==> src/hdl/split_key_queue_time_merge_defines.svh <==
// Assertion macros shared by the merge block.
// Depends on nothing; included by files that carry assertions.
`ifndef SPLIT_KEY_QUEUE_TIME_MERGE_DEFINES_SVH
`define SPLIT_KEY_QUEUE_TIME_MERGE_DEFINES_SVH

// Implication checked on every clock edge outside reset.
`define SKQ_ASSERT_IMP(label, clk, rst_n, a, b) \
  label: assert property (@(posedge clk) disable iff (!rst_n) (a) |-> (b)) \
    else $error("assertion failed");

// Next-cycle implication checked outside reset.
`define SKQ_ASSERT_NEXT(label, clk, rst_n, a, b) \
  label: assert property (@(posedge clk) disable iff (!rst_n) (a) |=> (b)) \
    else $error("assertion failed");

`endif

==> src/hdl/skq_pkg.sv <==
// Shared types and constants for the split key queue time merge block.
// Depends on nothing.
package skq_pkg;

  localparam logic [2:0] ACT_LOCAL   = 3'd0;
  localparam logic [2:0] ACT_REMOTE  = 3'd1;
  localparam logic [2:0] ACT_CONNECT = 3'd2;
  localparam logic [2:0] ACT_RESET   = 3'd3;
  localparam logic [2:0] ACT_UPDATE  = 3'd4;
  localparam logic [2:0] ACT_SLOT    = 3'd5;

  localparam logic [2:0] HS_DISCONNECTED = 3'd0;
  localparam logic [2:0] HS_INACTIVE     = 3'd1;
  localparam logic [2:0] HS_REQUEST      = 3'd2;
  localparam logic [2:0] HS_WAITING      = 3'd3;
  localparam logic [2:0] HS_RESPONSE     = 3'd4;

  localparam logic [1:0] KIND_MERGED = 2'd0;
  localparam logic [1:0] KIND_STAMP  = 2'd1;
  localparam logic [1:0] KIND_SCRIPT = 2'd2;

  localparam logic [15:0] HOLD_RESET = 16'd2048;

  // Decoded command handed from the front to the back.
  typedef struct packed {
    logic [2:0]  action;
    logic [31:0] stamp;
    logic [63:0] buttons;
    logic        has_buttons;
  } cmd_t;

endpackage

==> src/hdl/skq_front.sv <==
// Front part: takes input words, drops unused actions, queues commands.
// Depends on skq_pkg.
module skq_front (
  input  logic          clk,
  input  logic          rst_n,
  input  logic          in_valid,
  output logic          in_ready,
  input  skq_pkg::cmd_t in_cmd,
  output logic          cmd_valid,
  input  logic          cmd_ready,
  output skq_pkg::cmd_t cmd
);
  import skq_pkg::*;

  cmd_t        q_r [2];
  logic [1:0]  cnt_r, cnt_nxt;
  logic        rd_r, rd_nxt;
  logic        wr_r, wr_nxt;
  logic        push, pop, keep;

  // Actions 6 and 7 are consumed here and never reach the back.
  assign keep      = (in_cmd.action <= ACT_SLOT);
  assign in_ready  = (cnt_r != 2'd2);
  assign push      = in_valid && in_ready && keep;
  assign cmd_valid = (cnt_r != 2'd0);
  assign pop       = cmd_valid && cmd_ready;
  assign cmd       = q_r[rd_r];

  // Two-entry queue pointers.
  always_comb begin
    cnt_nxt = cnt_r + {1'b0, push} - {1'b0, pop};
    wr_nxt  = push ? ~wr_r : wr_r;
    rd_nxt  = pop ? ~rd_r : rd_r;
  end

  always_ff @(posedge clk) begin
    if (!rst_n) begin
      cnt_r <= '0;
      rd_r  <= 1'b0;
      wr_r  <= 1'b0;
    end else begin
      cnt_r <= cnt_nxt;
      rd_r  <= rd_nxt;
      wr_r  <= wr_nxt;
    end
  end

  // Queue storage.
  always_ff @(posedge clk) begin
    if (push) begin
      q_r[wr_r] <= in_cmd;
    end
  end
endmodule

==> src/hdl/skq_back.sv <==
// Back part: the two FIFOs, the handshake machine, drain and result output.
// Depends on skq_pkg.
module skq_back #(
  parameter int LOCAL_DEPTH  = 16,
  parameter int REMOTE_DEPTH = 16,
  parameter int BUTTON_BITS  = 64
) (
  input  logic                   clk,
  input  logic                   rst_n,
  input  logic                   cmd_valid,
  output logic                   cmd_ready,
  input  skq_pkg::cmd_t          cmd,
  input  logic [15:0]            hold_window,
  output logic                   out_tvalid,
  input  logic                   out_tready,
  output logic [1:0]             out_kind,
  output logic [31:0]            out_when,
  output logic [BUTTON_BITS-1:0] out_buttons,
  output logic                   out_tlast,
  output logic                   busy
);
  import skq_pkg::*;

  localparam int LW = (LOCAL_DEPTH > 1) ? $clog2(LOCAL_DEPTH) : 1;
  localparam int RW = (REMOTE_DEPTH > 1) ? $clog2(REMOTE_DEPTH) : 1;
  localparam int LCW = $clog2(LOCAL_DEPTH + 1);
  localparam int RCW = $clog2(REMOTE_DEPTH + 1);
  localparam int BB = BUTTON_BITS;

  localparam logic [1:0] ST_IDLE  = 2'd0;
  localparam logic [1:0] ST_LOOK  = 2'd1;
  localparam logic [1:0] ST_DRAIN = 2'd2;
  localparam logic [1:0] ST_OUT   = 2'd3;

  logic [31:0] lt_mem [LOCAL_DEPTH];
  logic [BB-1:0] lw_mem [LOCAL_DEPTH];
  logic [31:0] rt_mem [REMOTE_DEPTH];
  logic [BB-1:0] rw_mem [REMOTE_DEPTH];

  logic [LW-1:0] lhead_r, lhead_nxt;
  logic [LCW-1:0] lcnt_r, lcnt_nxt;
  logic [RW-1:0] rhead_r, rhead_nxt;
  logic [RCW-1:0] rcnt_r, rcnt_nxt;
  logic [BB-1:0] lheld_r, lheld_nxt, rheld_r, rheld_nxt;
  logic [31:0] lrt_r, lrt_nxt;
  logic [2:0] hs_r, hs_nxt;
  logic dp_r, dp_nxt;
  logic [1:0] st_r, st_nxt;
  logic [31:0] script_r, script_nxt;
  logic ov_r, ov_nxt;
  logic [1:0] ok_r, ok_nxt;
  logic [31:0] ow_r, ow_nxt;
  logic [BB-1:0] ob_r, ob_nxt;
  logic ol_r, ol_nxt;

  // Marks the first look cycle of an update; later visits only let the
  // head read settle after a pop.
  logic first_r;

  // Registered head reads, refreshed every cycle.
  logic [31:0] lt_q, rt_q;
  logic [BB-1:0] lw_q, rw_q;

  logic lwr, rwr;
  logic [LW-1:0] lwa;
  logic [RW-1:0] rwa;
  logic [LW:0] lsum;
  logic [RW:0] rsum;
  logic [31:0] ldiff;
  logic in_hs, out_free, take;

  assign out_free  = !ov_r || out_tready;
  assign cmd_ready = (st_r == ST_IDLE) && out_free;
  assign take      = cmd_valid && cmd_ready;
  assign busy      = (st_r != ST_IDLE) || ov_r;
  assign in_hs     = !(hs_r == HS_DISCONNECTED || hs_r == HS_INACTIVE);
  assign lsum      = {1'b0, lhead_r} + (LW+1)'(lcnt_r);
  assign rsum      = {1'b0, rhead_r} + (RW+1)'(rcnt_r);
  assign ldiff     = lt_q - lrt_r;

  assign out_tvalid  = ov_r;
  assign out_kind    = ok_r;
  assign out_when    = ow_r;
  assign out_buttons = ob_r;
  assign out_tlast   = ol_r;

  // Ring write address, wrapping at any depth.
  always_comb begin
    lwa = (lsum >= (LW+1)'(LOCAL_DEPTH)) ? LW'(lsum - (LW+1)'(LOCAL_DEPTH)) : LW'(lsum);
    rwa = (rsum >= (RW+1)'(REMOTE_DEPTH)) ? RW'(rsum - (RW+1)'(REMOTE_DEPTH)) : RW'(rsum);
  end

  // Main sequencer.
  always_comb begin
    lhead_nxt = lhead_r; lcnt_nxt = lcnt_r;
    rhead_nxt = rhead_r; rcnt_nxt = rcnt_r;
    lheld_nxt = lheld_r; rheld_nxt = rheld_r;
    lrt_nxt = lrt_r; hs_nxt = hs_r; dp_nxt = dp_r;
    st_nxt = st_r; script_nxt = script_r;
    ov_nxt = ov_r && !out_tready;
    ok_nxt = ok_r; ow_nxt = ow_r; ob_nxt = ob_r; ol_nxt = ol_r;
    lwr = 1'b0; rwr = 1'b0;
    unique case (st_r)
      ST_IDLE: begin
        if (take) begin
          unique case (cmd.action)
            ACT_LOCAL: begin
              if (lcnt_r < LCW'(LOCAL_DEPTH)) begin
                lwr = 1'b1;
                lcnt_nxt = lcnt_r + 1'b1;
              end
            end
            ACT_REMOTE: begin
              dp_nxt = 1'b1;
              lrt_nxt = cmd.stamp;
              if (cmd.has_buttons && rcnt_r < RCW'(REMOTE_DEPTH)) begin
                rwr = 1'b1;
                rcnt_nxt = rcnt_r + 1'b1;
              end
              if (hs_r == HS_WAITING) hs_nxt = HS_RESPONSE;
            end
            ACT_CONNECT: hs_nxt = HS_REQUEST;
            ACT_RESET: begin
              dp_nxt = 1'b1;
              hs_nxt = HS_DISCONNECTED;
              rheld_nxt = '0;
              rhead_nxt = '0;
              rcnt_nxt = '0;
            end
            ACT_UPDATE: begin
              if (lcnt_r != '0) begin
                if (hs_r == HS_DISCONNECTED) dp_nxt = 1'b1;
                else if (hs_r == HS_INACTIVE) hs_nxt = HS_REQUEST;
                if (lrt_r == '0) dp_nxt = 1'b1;
              end
              script_nxt = cmd.stamp;
              st_nxt = ST_LOOK;
            end
            ACT_SLOT: begin
              if (hs_r == HS_REQUEST) begin
                hs_nxt = HS_WAITING;
                ov_nxt = 1'b1; ok_nxt = KIND_STAMP; ow_nxt = cmd.stamp;
                ob_nxt = '0; ol_nxt = 1'b1;
              end
            end
            default: ;
          endcase
        end
      end
      ST_LOOK: begin
        if (first_r) begin
          // Head reads are now valid: pick the script time.
          if (rcnt_r != '0) begin
            script_nxt = (lcnt_r == '0 || rt_q <= lt_q) ? rt_q : lt_q;
          end else if (lcnt_r != '0) begin
            script_nxt = lt_q;
          end
          if (dp_r) begin
            dp_nxt = 1'b0;
            st_nxt = ST_DRAIN;
          end else begin
            st_nxt = ST_OUT;
          end
        end else begin
          // Inside a drain: the head read has settled, keep draining.
          st_nxt = ST_DRAIN;
        end
      end
      ST_DRAIN: begin
        // One entry per visit while the output is free; after a pop the look state lets the head read settle.
        if (out_free) begin
          if (rcnt_r != '0 && (lcnt_r == '0 || lt_q >= rt_q)) begin
            rheld_nxt = rw_q;
            rhead_nxt = (rhead_r == RW'(REMOTE_DEPTH - 1)) ? '0 : rhead_r + 1'b1;
            rcnt_nxt = rcnt_r - 1'b1;
            ov_nxt = 1'b1; ok_nxt = KIND_MERGED; ow_nxt = rt_q;
            ob_nxt = lheld_r | rw_q; ol_nxt = 1'b0;
            st_nxt = ST_LOOK;
          end else if (lcnt_r != '0 && !(rcnt_r == '0 && in_hs && lt_q > lrt_r
                       && ldiff < {16'd0, hold_window})) begin
            lheld_nxt = lw_q;
            lhead_nxt = (lhead_r == LW'(LOCAL_DEPTH - 1)) ? '0 : lhead_r + 1'b1;
            lcnt_nxt = lcnt_r - 1'b1;
            ov_nxt = 1'b1; ok_nxt = KIND_MERGED; ow_nxt = lt_q;
            ob_nxt = lw_q | rheld_r; ol_nxt = 1'b0;
            st_nxt = ST_LOOK;
          end else begin
            if (hs_r == HS_RESPONSE)
              hs_nxt = (lcnt_r != '0) ? HS_REQUEST : HS_INACTIVE;
            else if (hs_r == HS_INACTIVE && lcnt_r != '0)
              hs_nxt = HS_REQUEST;
            st_nxt = ST_OUT;
          end
        end
      end
      ST_OUT: begin
        if (out_free) begin
          ov_nxt = 1'b1; ok_nxt = KIND_SCRIPT; ow_nxt = script_r;
          ob_nxt = '0; ol_nxt = 1'b1;
          st_nxt = ST_IDLE;
        end
      end
      default: st_nxt = ST_IDLE;
    endcase
  end

  always_ff @(posedge clk) begin
    if (!rst_n) begin
      lhead_r <= '0; lcnt_r <= '0; rhead_r <= '0; rcnt_r <= '0;
      lheld_r <= '0; rheld_r <= '0; lrt_r <= '0;
      hs_r <= HS_DISCONNECTED; dp_r <= 1'b0; st_r <= ST_IDLE;
      ov_r <= 1'b0; first_r <= 1'b0;
    end else begin
      lhead_r <= lhead_nxt; lcnt_r <= lcnt_nxt;
      rhead_r <= rhead_nxt; rcnt_r <= rcnt_nxt;
      lheld_r <= lheld_nxt; rheld_r <= rheld_nxt; lrt_r <= lrt_nxt;
      hs_r <= hs_nxt; dp_r <= dp_nxt; st_r <= st_nxt;
      ov_r <= ov_nxt;
      first_r <= (st_r == ST_IDLE) && take && cmd.action == ACT_UPDATE;
    end
  end

  // Payload registers.
  always_ff @(posedge clk) begin
    script_r <= script_nxt;
    ok_r <= ok_nxt; ow_r <= ow_nxt; ob_r <= ob_nxt; ol_r <= ol_nxt;
  end

  // FIFO memories with registered head reads.
  always_ff @(posedge clk) begin
    if (lwr) begin
      lt_mem[lwa] <= cmd.stamp;
      lw_mem[lwa] <= cmd.buttons[BB-1:0];
    end
    if (rwr) begin
      rt_mem[rwa] <= cmd.stamp;
      rw_mem[rwa] <= cmd.buttons[BB-1:0];
    end
    lt_q <= lt_mem[lhead_r];
    lw_q <= lw_mem[lhead_r];
    rt_q <= rt_mem[rhead_r];
    rw_q <= rw_mem[rhead_r];
  end
endmodule

==> src/hdl/split_key_queue_time_merge.sv <==
// Usage:
//  in_* channel: one word per event (local key, remote data, link connect,
//  link reset, update, transmit slot). A two-entry command queue sits in
//  front, so words are taken while the back part works or its output waits.
//  out_* channel: result words; tlast marks the last word an input causes.
//  cfg_* channel: writes hold_window (reset 2048 ms); write only when idle.
//  Order: a local, remote, connect or reset word is handled in the idle
//  state. A transmit slot in the request state gives a stamp word. An
//  update with no drain pending passes the look and output states and
//  then gives its script-time word; with a drain, merged words come one
//  per pop from the drain state, and the script-time word follows the last.
//  The single back sequencer and its registered FIFO head reads pass the
//  look state after each drained entry before the next pop.
//  Reset clears the queues, held states and handshake (disconnected).
//  A stalled receiver holds the output word; the back part waits, and the
//  front queue fills and then drops in_tready.
//  Unused action codes 6 and 7 are accepted and give no result.
module split_key_queue_time_merge #(
  parameter int LOCAL_DEPTH  = 16,
  parameter int REMOTE_DEPTH = 16,
  parameter int BUTTON_BITS  = 64
) (
  input  logic         clk,
  input  logic         rst_n,
  input  logic         in_tvalid,
  output logic         in_tready,
  // action[2:0], stamp[34:3], buttons[98:35], has_buttons[99], zero pad
  input  logic [103:0] in_tdata,
  input  logic         cfg_valid,
  output logic         cfg_ready,
  input  logic [15:0]  cfg_data,
  output logic         out_tvalid,
  input  logic         out_tready,
  // kind[1:0], when[33:2], merged_buttons[97:34], zero pad
  output logic [103:0] out_tdata,
  output logic         out_tlast
);
  import skq_pkg::*;

  `include "split_key_queue_time_merge_defines.svh"

  cmd_t in_cmd, cmd;
  logic cmd_valid, cmd_ready, busy;
  logic [15:0] hold_r;
  logic [1:0] kind;
  logic [31:0] when_v;
  logic [BUTTON_BITS-1:0] mb;

  // Unpack input fields, masking buttons to the configured width.
  always_comb begin
    in_cmd.action      = in_tdata[2:0];
    in_cmd.stamp       = in_tdata[34:3];
    in_cmd.buttons     = '0;
    in_cmd.buttons[BUTTON_BITS-1:0] = in_tdata[35 +: BUTTON_BITS];
    in_cmd.has_buttons = in_tdata[99];
  end

  // Configuration register.
  assign cfg_ready = 1'b1;
  always_ff @(posedge clk) begin
    if (!rst_n) begin
      hold_r <= HOLD_RESET;
    end else if (cfg_valid) begin
      hold_r <= cfg_data;
    end
  end

  skq_front u_front (
    .clk, .rst_n,
    .in_valid(in_tvalid), .in_ready(in_tready), .in_cmd,
    .cmd_valid, .cmd_ready, .cmd
  );

  skq_back #(
    .LOCAL_DEPTH(LOCAL_DEPTH), .REMOTE_DEPTH(REMOTE_DEPTH), .BUTTON_BITS(BUTTON_BITS)
  ) u_back (
    .clk, .rst_n, .cmd_valid, .cmd_ready, .cmd, .hold_window(hold_r),
    .out_tvalid, .out_tready, .out_kind(kind), .out_when(when_v),
    .out_buttons(mb), .out_tlast, .busy
  );

  // Pack output word.
  always_comb begin
    out_tdata = '0;
    out_tdata[1:0]  = kind;
    out_tdata[33:2] = when_v;
    out_tdata[34 +: BUTTON_BITS] = mb;
  end

  `SKQ_ASSERT_IMP(a_script_last, clk, rst_n,
    out_tvalid && kind == KIND_SCRIPT, out_tlast)
  `SKQ_ASSERT_IMP(a_merged_notlast, clk, rst_n,
    out_tvalid && kind == KIND_MERGED, !out_tlast)
  `SKQ_ASSERT_NEXT(a_hold_out, clk, rst_n,
    out_tvalid && !out_tready, out_tvalid && $stable(out_tdata))
  `SKQ_ASSERT_IMP(a_cfg_idle, clk, rst_n, cfg_valid && cfg_ready, !busy)
endmodule
==> config.mk <==
export PLATFORM = sky130hd
export DESIGN_NAME = split_key_queue_time_merge
export DESIGN_NICKNAME = d
export VERILOG_FILES = /design/src/hdl/skq_pkg.sv /design/src/hdl/skq_front.sv /design/src/hdl/skq_back.sv /design/src/hdl/split_key_queue_time_merge.sv
export VERILOG_INCLUDE_DIRS = /design/src /design/src/hdl
export SDC_FILE = /design/constraint.sdc
export NUM_CORES = 2
export LEC_CHECK = 0
export ABC_AREA = 1
export BUFFER_PORTS_ARGS = -buffer_cell sky130_fd_sc_hd__buf_2
export CAP_MARGIN = 0
export CORE_MARGIN = 2
export CORE_UTILIZATION = 33
export CTS_CLUSTER_SIZE = 8
export DETAILED_ROUTE_END_ITERATION = 12
export PLACE_DENSITY = 0.5
export SYNTH_ARGS = -nofsm -noshare
export SYNTH_HDL_FRONTEND = slang
export SYNTH_SLANG_ARGS = --single-unit
==> constraint.sdc <==
create_clock -name clk -period 18.25 [get_ports clk]
set_input_delay 2.7375 -clock clk [delete_from_list [all_inputs] [get_ports clk]]
set_output_delay 2.7375 -clock clk [all_outputs]
set_load 0.02 [all_outputs]
==> results.md <==
- **status** finished clean
- **DP HPWL** 254 mm
- **EDFF count, synth** 3,403
- **final max-slew violation count** 0
- **count of TritonRoute iterations in the first routing pass** 8
- **height of the chip** 674 um
- **number of nets in the finished design** 11,400
- **Worst Path Max Fanout** 36
- **post-CTS setup buffers** 0
- **first-pass GRT wire length** 653 mm
- **aggregate routed wire length** 459 mm
- **net switching power figure** 6.64 mW
- **placed insts** 16,500
- **Setup violations, final** 0
- **Vias/cell** 5.33
- **Synth Instances** 10,800
- **layout overhead on the synthesized area** 16.5%
- **initial antenna violation count** 30
- **total CTS buffers** 549
- **data required time at the worst endpoint** 18.87 ns
- **total die area** 454,000 um2
- **final setup TNS** 0 ns
- **H-Tree Level Count** 6
- **critical path startpoint category** input port
- **I/O Pins** 233
- **critical register-to-register path endpoint** u_back.lw_mem[4][59]$_DFFE_PP_
- **placer congestion estimate** 0.849
- **Cell Count, Final, Fillers Out** 17,500
- **DRC Markers** 0
- **Worst Clk Skew** 0.0527 ns
- **total number of vias** 93,100
- **Clk Tree Root Cell** sky130_fd_sc_hd__clkbuf_16
- **WL/cell** 26.3 um
- **count of cells resized by post-cts repair** 0
- **leakage power total** 55.9 nW
- **RSZ-0062 raised after global routing** false
- **number of cells traversed by the worst register-to-register path** 9
- **Initial DRC Count** 9,174
- **Chip Width** 674 um
- **period utilization** 34.8%
- **highest ir drop seen on vdd** 104 uV
- **slew margin rel.** 13.3%
- **fmax** 158 MHz
- **clock slew at reported path FFs** 0.05 ns
- **highest-count cells in the layout ignoring fill and taps** sky130_fd_sc_hd__edfxtp_1 (3,403), sky130_fd_sc_hd__nor2_1 (1,606), sky130_fd_sc_hd__nand2_1 (1,036)
- **number of global-route vias before repair** 92,000
- **transition time of the tightest slew-check pin** 1.30 ns
- **Sequential Power Share** 45.7%
- **fraction of layout cells with a size suffix above 1** 10.2%
- **number of warnings reported in the yosys synthesis log** 0
- **startpoint of the worst hold path** u_front.rd_r$_SDFFE_PN0P_
- **synthesized area** 148,000 um2
- **hold violation count in the final report** 0
- **Maximum Capacitance Violations** 0
- **distinct cell type count of the synthesized netlist** 50
- **later-pin clock latency in the skew report** 1.03 ns
- **clock period minus final worst setup slack** 6.35 ns
- **number of standard-cell rows in the floorplan** 245
- **initial core utilization** 33.2%
- **Avg Cell Area, Syn** 13.6 um2
- **slack of the worst reg-to-reg path** 12.04 ns
- **most common cell after layout, fill and taps aside** sky130_fd_sc_hd__edfxtp_1
- **cell area power density** 138 nW/um2
- **Routed Antenna Nets** 0
- **Arrival @ worst endpoint** 6.97 ns
- **worst hold slack** 0.440 ns
- **Clock power frac** 40.2%
- **share of synthesized area occupied by flip-flops and latches** 74.4%
- **final cell area excluding filler cells** 172,000 um2
- **switching share of power** 28.0%
- **most frequently used flop master after synthesis** sky130_fd_sc_hd__edfxtp_1
- **TritonCTS clock tree** yes
- **Placement Cell Area** 156,000 um2
- **overall track demand over capacity in global routing** 19.6%
- **internal power consumption** 17.1 mW
- **Port Buffer Count** 221
- **number of synthesized register bits** 3,802
- **number of buffers added to fix hold violations after cts** 0
- **pin count of the biggest net entering global routing** 188
- **worst hold path class** reg -> reg
- **clock sink count** 3,802
- **filler instances** 41,500
- **combined area of the multi-input logic cells** 34,100 um2
- **kind of end point of the critical path** flop
- **type of the setup path with the least slack** in -> reg
- **WHS Path Cells** 1
- **ys async rst share** 0%
- **maximum clock path buffer count** 4
- **global-route congestion overflow total** 0
- **Sequential cell area** 110,000 um2
- **placeable core area** 446,000 um2
- **fraction of power consumed by combinational cells** 14.1%
[area by class of cell]
type | instances | share of cell area [%]
Sequential cell | 3802 | 63.9
Multi-Input combinational cell | 6006 | 19.8
Clock buffer | 885 | 8.81
Tap cell | 5928 | 4.30
Timing Repair Buffer | 453 | 1.74
Inverter | 332 | 0.751
Clock inverter | 60 | 0.648
Antenna cell | 9 | 0.0131
[routing by layer]
layer / up-vias / share of wire [%] / track usage (%)
li1: 41200 / - / -
met1: 47900 / 43 / 26.4
met2: 3376 / 49 / 33.4
met3: 645 / 5.8 / 2.56
met4: 2 / 2.3 / 4.94
met5: - / 0.0028 / 0
[how the worst max path moves through the flow]
stage	from	end	slack, ns	cells after the start
floorplan	out_tready	u_back.out_buttons[0]$_SDFFCE_PN0P_	7.48	4
global placement	out_tready	u_back.lw_mem[4][44]$_DFFE_PP_	11.05	10
detailed placement	out_tready	u_back.lw_mem[4][44]$_DFFE_PP_	10.92	10
CTS	flop	u_back.rt_mem[5][30]$_DFFE_PP_	11.93	15
global route	flop	u_back.rw_mem[4][0]$_DFFE_PP_	11.55	15
finish	out_tready	u_back.lw_mem[4][59]$_DFFE_PP_	11.90	10
[worst max-delay path: stages]
cell and delay (ns):
sky130_fd_sc_hd__buf_2 0.08, sky130_fd_sc_hd__nor2_1 0.21, sky130_fd_sc_hd__nor3_2 0.21, sky130_fd_sc_hd__buf_4 0.23
sky130_fd_sc_hd__inv_2 0.08, sky130_fd_sc_hd__nor2_1 0.40, sky130_fd_sc_hd__nand3_1 0.46, sky130_fd_sc_hd__nor2_4 0.81
sky130_fd_sc_hd__buf_4 0.88, sky130_fd_sc_hd__buf_4 0.77
[through the flow]
step,power (mW),util (%),setup WS (ns)
floorplan,12.8,-,7.48
global placement,14.3,35.0,11.05
detailed placement,14.4,35.0,10.92
CTS,24.0,38.6,11.93
global route,24.6,38.6,11.55
finish,23.7,38.6,11.90
[cells by family after synthesis]
| logic type | synth area share [%] |
|---|---|
| buf+inv | 2.73 |
| flops | 74.4 |
| fa+ha+maj | 0.849 |
| mux | 3.39 |
| simple gates | 8.82 |
| compound gates | 9.58 |
| xor+xnor | 0.178 |
| other cells | 0.00507 |
[synthesized netlist by cell type (all sizes together) (8+ instances only)]
cell type     n  share of area [%]
nor2       1647                4.2
inv         329               0.83
nand2      1060                2.7
a21oi       242               0.84
dfxtp       399                5.4
o211ai      106               0.54
nor4          9              0.042
o221ai      502                3.0
nor3         18              0.064
mux2i       501                3.4
xnor2        11              0.065
a211oi        8              0.041
ha           94               0.79
edfxtp     3403                 69
buf          91               0.31
nand4        15              0.063
clkbuf      623                1.6
nand3       401                1.4
xor2         19               0.11
o32ai       295                1.7
o21ai       910                3.1
o22ai        69               0.29
nand3b       67               0.34
[state kept, by name, summed over array words and instances (netlist names), 3 cells and up, named ones only]
name / flops
u_back.lt_q: 32
hold_r: 16
u_back.rw_mem: 1024
u_back.lhead_r: 4
u_back.script_r: 32
u_back.lheld_r: 64
u_back.out_when: 32
u_back.rhead_r: 4
u_back.lcnt_r: 5
u_back.rcnt_r: 5
u_back.lw_q: 64
u_back.lrt_r: 32
u_back.rheld_r: 64
u_back.lw_mem: 1024
u_back.hs_r: 3
u_back.rt_q: 32
u_back.rw_q: 64
u_back.lt_mem: 512
u_front.q_r: 200
u_back.rt_mem: 512
u_back.out_buttons: 64
[power by group through the flow]
stage	clock (mW)	combinational, mW	sequential, mW
4_1_cts	9.73	3.39	10.8
2_1_floorplan	0	1.95	10.9
5_1_grt	10.1	3.66	10.9
3_3_place_gp	0	3.31	11.0
3_5_place_dp	0	3.38	11.0
6_report	9.53	3.35	10.8
Power figures use the tool's default switching activity.
